## src/rtl/assert_macros.svh

```systemverilog
// assertion macros used by the rtl top level
// no dependencies
`ifndef ASSERT_MACROS_SVH
`define ASSERT_MACROS_SVH
// implication checked at every clock edge outside reset
`define CHK_IMPL(label, clk, rst, ante, cons) \
  label: assert property (@(posedge clk) disable iff (rst) (ante) |-> (cons)) \
    else $error("check failed");
// next-cycle implication outside reset
`define CHK_NEXT(label, clk, rst, ante, cons) \
  label: assert property (@(posedge clk) disable iff (rst) (ante) |=> (cons)) \
    else $error("check failed");
`endif

```

## src/rtl/kfpi_ram.sv

```systemverilog
// generic single-port-write, single-read ram with registered read
// no dependencies
module kfpi_ram #(
  parameter int WIDTH = 8,
  parameter int DEPTH = 16
) (
  input  logic                     clk,
  input  logic                     we,
  input  logic [$clog2(DEPTH)-1:0] waddr,
  input  logic [WIDTH-1:0]         wdata,
  input  logic [$clog2(DEPTH)-1:0] raddr,
  output logic [WIDTH-1:0]         rdata
);
  logic [WIDTH-1:0] mem [DEPTH];
  always_ff @(posedge clk) begin
    if (we) mem[waddr] <= wdata;
    rdata <= mem[raddr];
  end
endmodule

```

## config.mk

```make
export PLATFORM = sky130hd
export DESIGN_NAME = kfpi_ram
export DESIGN_NICKNAME = d
export VERILOG_FILES = /design/src/rtl/assert_macros.svh /design/src/rtl/kfpi_ram.sv
export SDC_FILE = /design/constraint.sdc
export NUM_CORES = 1
export LEC_CHECK = 0
export BUFFER_PORTS_ARGS = -buffer_cell sky130_fd_sc_hd__buf_2
export CORE_MARGIN = 2
export CORE_UTILIZATION = 41
export DETAILED_ROUTE_END_ITERATION = 10
export SYNTH_ARGS = -nofsm -noshare
export SYNTH_HDL_FRONTEND = slang
export SYNTH_SLANG_ARGS = --single-unit
export TNS_END_PERCENT = 100
```

## constraint.sdc

```tcl
create_clock -name clk -period 1.85 [get_ports clk]
set_input_delay 0.0925 -clock clk [delete_from_list [all_inputs] [get_ports clk]]
set_output_delay 0.0925 -clock clk [all_outputs]
set_load 0.01 [all_outputs]
```

==> results.md <==
| Group | Metric | This run |
|:---|:---|:---|
| floorplan | Die W | 116 um |
| grt | Pin count of the biggest net entering global routing | 33 |
| synthesis | Mapped cell area | 0.00515 mm^2 |
| sta | Setup repair after global routing missed its margin | false |
| worst setup path | Cell family with most CP delay | multiplexers |
| synthesis | Post-Synth Adder-Cell Area | 0% |
| synthesis | Post-synthesis area per instance | 22.5 um^2 |
| synthesis | Most area-hungry cell type in the Yosys netlist | edfxtp_1 |
| sta | Top achievable clock speed | 737 MHz |
| pwr | Power density over the cells | 1170 mW/mm^2 |
| cts | Number of buffers added by the clock tree synthesis step | 17 |
| cts | Total clock sinks | 136 |
| worst setup path | Setup slack on the worst flop-to-flop path | 0.49 ns |
| cts | Deepest level of the CTS H-tree | 4 |
| floorplan | Standard-cell rows | 40 |
| grt | Aggregate global-route resource usage | 16.2% |
| synthesis | Post-synth top area share | 74.7% |
| pwr | Switching pwr | 0.00133 W |
| status | Run status | finished clean |
| pwr | Internal Pwr Total | 0.00593 W |
| worst setup path | Type of the setup path with the least slack | reg2reg |
| final layout | Core utilization of the finished layout | 51.2% |
| sta | Crit share post-route | 73.4% |
| cts | Buffer type at the clock tree root | clkbuf_16 |
| placement | Placement Cell Area | 0.00558 mm^2 |
| synthesis | Count of state elements after synthesis | 136 |
| synthesis | Cell count after synthesis | 229 |
| placement | Worst slack, placed | 0.144 ns |
| worst setup path | Maximum net fanout on the critical path | 1 |
| final layout | Area growth syn-to-layout | 20.5% |
| final layout | Fraction of final layout cells sized beyond drive strength 1 | 31.6% |
| cts | Number of instances resized during post-cts repair | 0 |
| final layout | Layout Nets | 302 |
| synthesis | Post-Synth Simple-Gate Area | 3.18% |
| pwr | Share of power burned in registers | 47.7% |
| pwr | Max rail drop VDD | 0.572 mV |
| pwr | Switching part of the total | 18.3% |
| sta | Post-Route Setup TNS | 0 ns |
| placement | HPWL after DPL | 6320 um |
| final layout | Number of antenna repair diodes | 0 |
| drt | Overall via count from detail_route | 2389 |
| grt | Global-route wire length before repair | 14800 um |
| cts | Maximum buffer depth of the clock tree | 2 |
| worst setup path | Slowest stage delay, CP | 0.48 ns |
| floorplan | Die extent in y | 116 um |
| flow run | Number of maximum-capacitance constraint violations | 0 |
| min path | Hold path cells | 1 |
| worst setup path | Type of destination of the critical path | register |
| worst setup path | Required time of the critical path | 2.13 ns |
| sta | Slew at the pin closest to its max-slew limit | 0.455 ns |
| worst setup path | Cell-by-cell trace of the critical path | mux4_2, a22oi_1, nand2_1 |
| worst setup path | Startpoint Class | register |
| synthesis | Biggest area contributors in the synthesized netlist | edfxtp_1 (75%), mux4_2 (7.9%), mux4_1 (7.1%) |
| drt | Remaining design rule violation count | 0 |
| final layout | Final instance area | 0.00620 mm^2 |
| sta | Post-route worst setup slack | 0.493 ns |
| min path | Source of the worst hold timing path | wdata[5] |
| worst setup path | Worst r2r dst | rdata[7] |
| floorplan | IO Pins | 26 |
| drt | Total Routed Length | 9900 um |
| drt | DR pass1 iterations | 4 |
| floorplan | Starting utilization of the core area | 42.5% |
| sta | Number of endpoints failing setup at the final stage | 0 |
| sta | Clock skew after layout | 0.00795 ns |
| cts | Count of hold-fix buffers inserted at cts | 0 |
| drt | Vias/cell | 5.14 |
| worst setup path | Source of the worst register-to-register timing path | mem[11][7] |
| synthesis | Syn. warnings | 0 |
| sta | Number of failing hold endpoints at the final stage | 0 |
| drt | Post-DRT Antenna Nets | 0 |
| grt | Residual overflow from global routing | 0 |
| synthesis | Portion of the post-synthesis area used by sequential elements | 77.8% |
| min path | Endpoint with the worst hold slack | mem[7][5] |
| synthesis | Share of cell area taken by muxes after synthesis | 15.0% |
| drt | Post-DR wirelength/cell | 21.3 um |
| placement | Placer's final routability congestion estimate | 0.683 |
| sta | Max-slew headroom at the worst pin | 69.7% |
| pwr | P_leak | 2.13 nW |
| worst setup path | Critical-path cell with the highest stage delay | mux4_2 |
| placement | Input/output buffers | 25 |
| grt | Via count of the first global-routing pass | 2460 |
| pwr | Comb pwr share | 4.5% |
| drt | Detailed router's first-iteration violation count | 309 |
| pwr | Clock share of power | 47.8% |
| cts | Clock tree from TritonCTS | done |
| cts | Insertion delay of the later-clocked pin in the worst-skew pair | 0.41 ns |
| synthesis | Compound-cell area share of the yosys netlist | 2.33% |
| sta | Number of max-slew violations in the final report | 0 |
| cts | Setup fix buffers added after clock tree synthesis | 0 |
| floorplan | Die area | 0.0135 mm^2 |
| synthesis | Distinct cells, synth | 19 |
| synthesis | Combinational family with the most area after synthesis | multiplexers |
| cts | Clk pin slew, worst setup/hold paths | 0.06 ns |
| sta | Final critical path time including I/O delays and setup | 1.36 ns |
| grt | Number of antenna violations at the first check in global routing | 0 |
| worst setup path | Endpoint arrival time on the critical path | 1.64 ns |
| worst setup path | Critical path buffers and inverters | 0 |
| synthesis | Xor and xnor area share after synthesis | 0% |
| worst setup path | Worst Reg-to-Reg Cells | 3 |
| min path | Class of the worst hold path | in2reg |
| floorplan | Std-Cell Core Area | 0.0121 mm^2 |
| synthesis | Number of nets produced by synthesis | 247 |
[cell type report]
type                            count  area (um^2)
Multi-Input combinational cell     83         1060
Clock inverter                     10          149
Timing Repair Buffer               46          308
Fill cell                         996         5910
Sequential cell                   136         4000
Clock buffer                       22          474
Tap cell                          168          210
[worst max path at each step]
stage / start / endpoint / slack (ns) / cells after the start
final: mem[11][7] / rdata[7] / 0.49 / 3
after global routing: mem[0][2] / rdata[2] / 0.44 / 3
after CTS: mem[0][2] / rdata[2] / 0.47 / 3
after detailed placement: raddr[0] / rdata[2] / 0.14 / 5
after global placement: raddr[0] / rdata[2] / 0.16 / 5
after floorplan: waddr[2] / mem[0][0] / 0.26 / 2
[routing by layer]
metal | wire, um | global-route usage, % | vias to the layer above
met5 | 0 | 0 | -
met4 | 110 | 5.95 | 0
met3 | 349 | 4.92 | 8
met2 | 4830 | 25.0 | 46
met1 | 4610 | 22.1 | 1258
li1 | - | - | 1077
[flip-flops by register name, indices dropped and copies added, names as in the netlist]
name / flops
mem: 128
rdata: 8
[stage by stage]
step / cells / hold WS, ns / power, W
after global routing: 465 / 0.0705 / 0.00749
after floorplan: 229 / 0.191 / 0.00371
after global placement: 433 / 0.482 / 0.00386
after CTS: 465 / 0.0594 / 0.00734
final: 465 / 0.0809 / 0.00727
after detailed placement: 433 / 0.485 / 0.00387
[cells in the mapped netlist]
| master | instances |
|---|---|
| a22oi_1 | 16 |
| and2_1 | 1 |
| and2b_1 | 1 |
| buf_2 | 3 |
| buf_4 | 1 |
| buf_6 | 3 |
| clkdlybuf4s25_2 | 3 |
| dfxtp_1 | 8 |
| edfxtp_1 | 128 |
| mux4_1 | 14 |
| mux4_2 | 18 |
| nand2_1 | 9 |
| nand2b_1 | 2 |
| nand3_1 | 1 |
| nand3b_1 | 2 |
| nor2_1 | 13 |
| nor2b_1 | 1 |
| nor3_1 | 4 |
| or3b_2 | 1 |
[cells by family after synthesis]
logic type / count (synthesis)
DFF: 136
muxes: 32
AOI/OAI and AO/OA: 16
and+or+nand+nor: 35
buffers and inverters: 10
[power by group through the flow]
stage          Combinational [W]  Sequential, W  Clock [W]
2_1_floorplan           0.000175        0.00353          0
3_3_place_gp            0.000329        0.00353          0
3_5_place_dp            0.000336        0.00353          0
4_1_cts                 0.000337        0.00347    0.00353
5_1_grt                 0.000357        0.00347    0.00366
6_report                0.000328        0.00347    0.00347
[cells in the final DEF (no fill, tap or decap)]
master / Yosys / routed
a22oi_1: 16 / 16
and2_1: 1 / 1
and2b_1: 1 / 1
buf_12: 0 / 2
buf_2: 3 / 25
buf_4: 1 / 19
bufinv_16: 0 / 4
clkbuf_1: 0 / 2
clkbuf_16: 0 / 17
clkbuf_8: 0 / 3
clkinv_1: 0 / 1
clkinv_2: 0 / 5
dfxtp_1: 8 / 8
edfxtp_1: 128 / 128
mux4_1: 14 / 14
mux4_2: 18 / 18
nand2_1: 9 / 9
nand2b_1: 2 / 2
nand3_1: 1 / 1
nand3b_1: 2 / 2
nor2_1: 13 / 13
nor2b_1: 1 / 1
nor3_1: 4 / 4
or3b_2: 1 / 1
No activity file was read; power rests on OpenSTA's default activity.
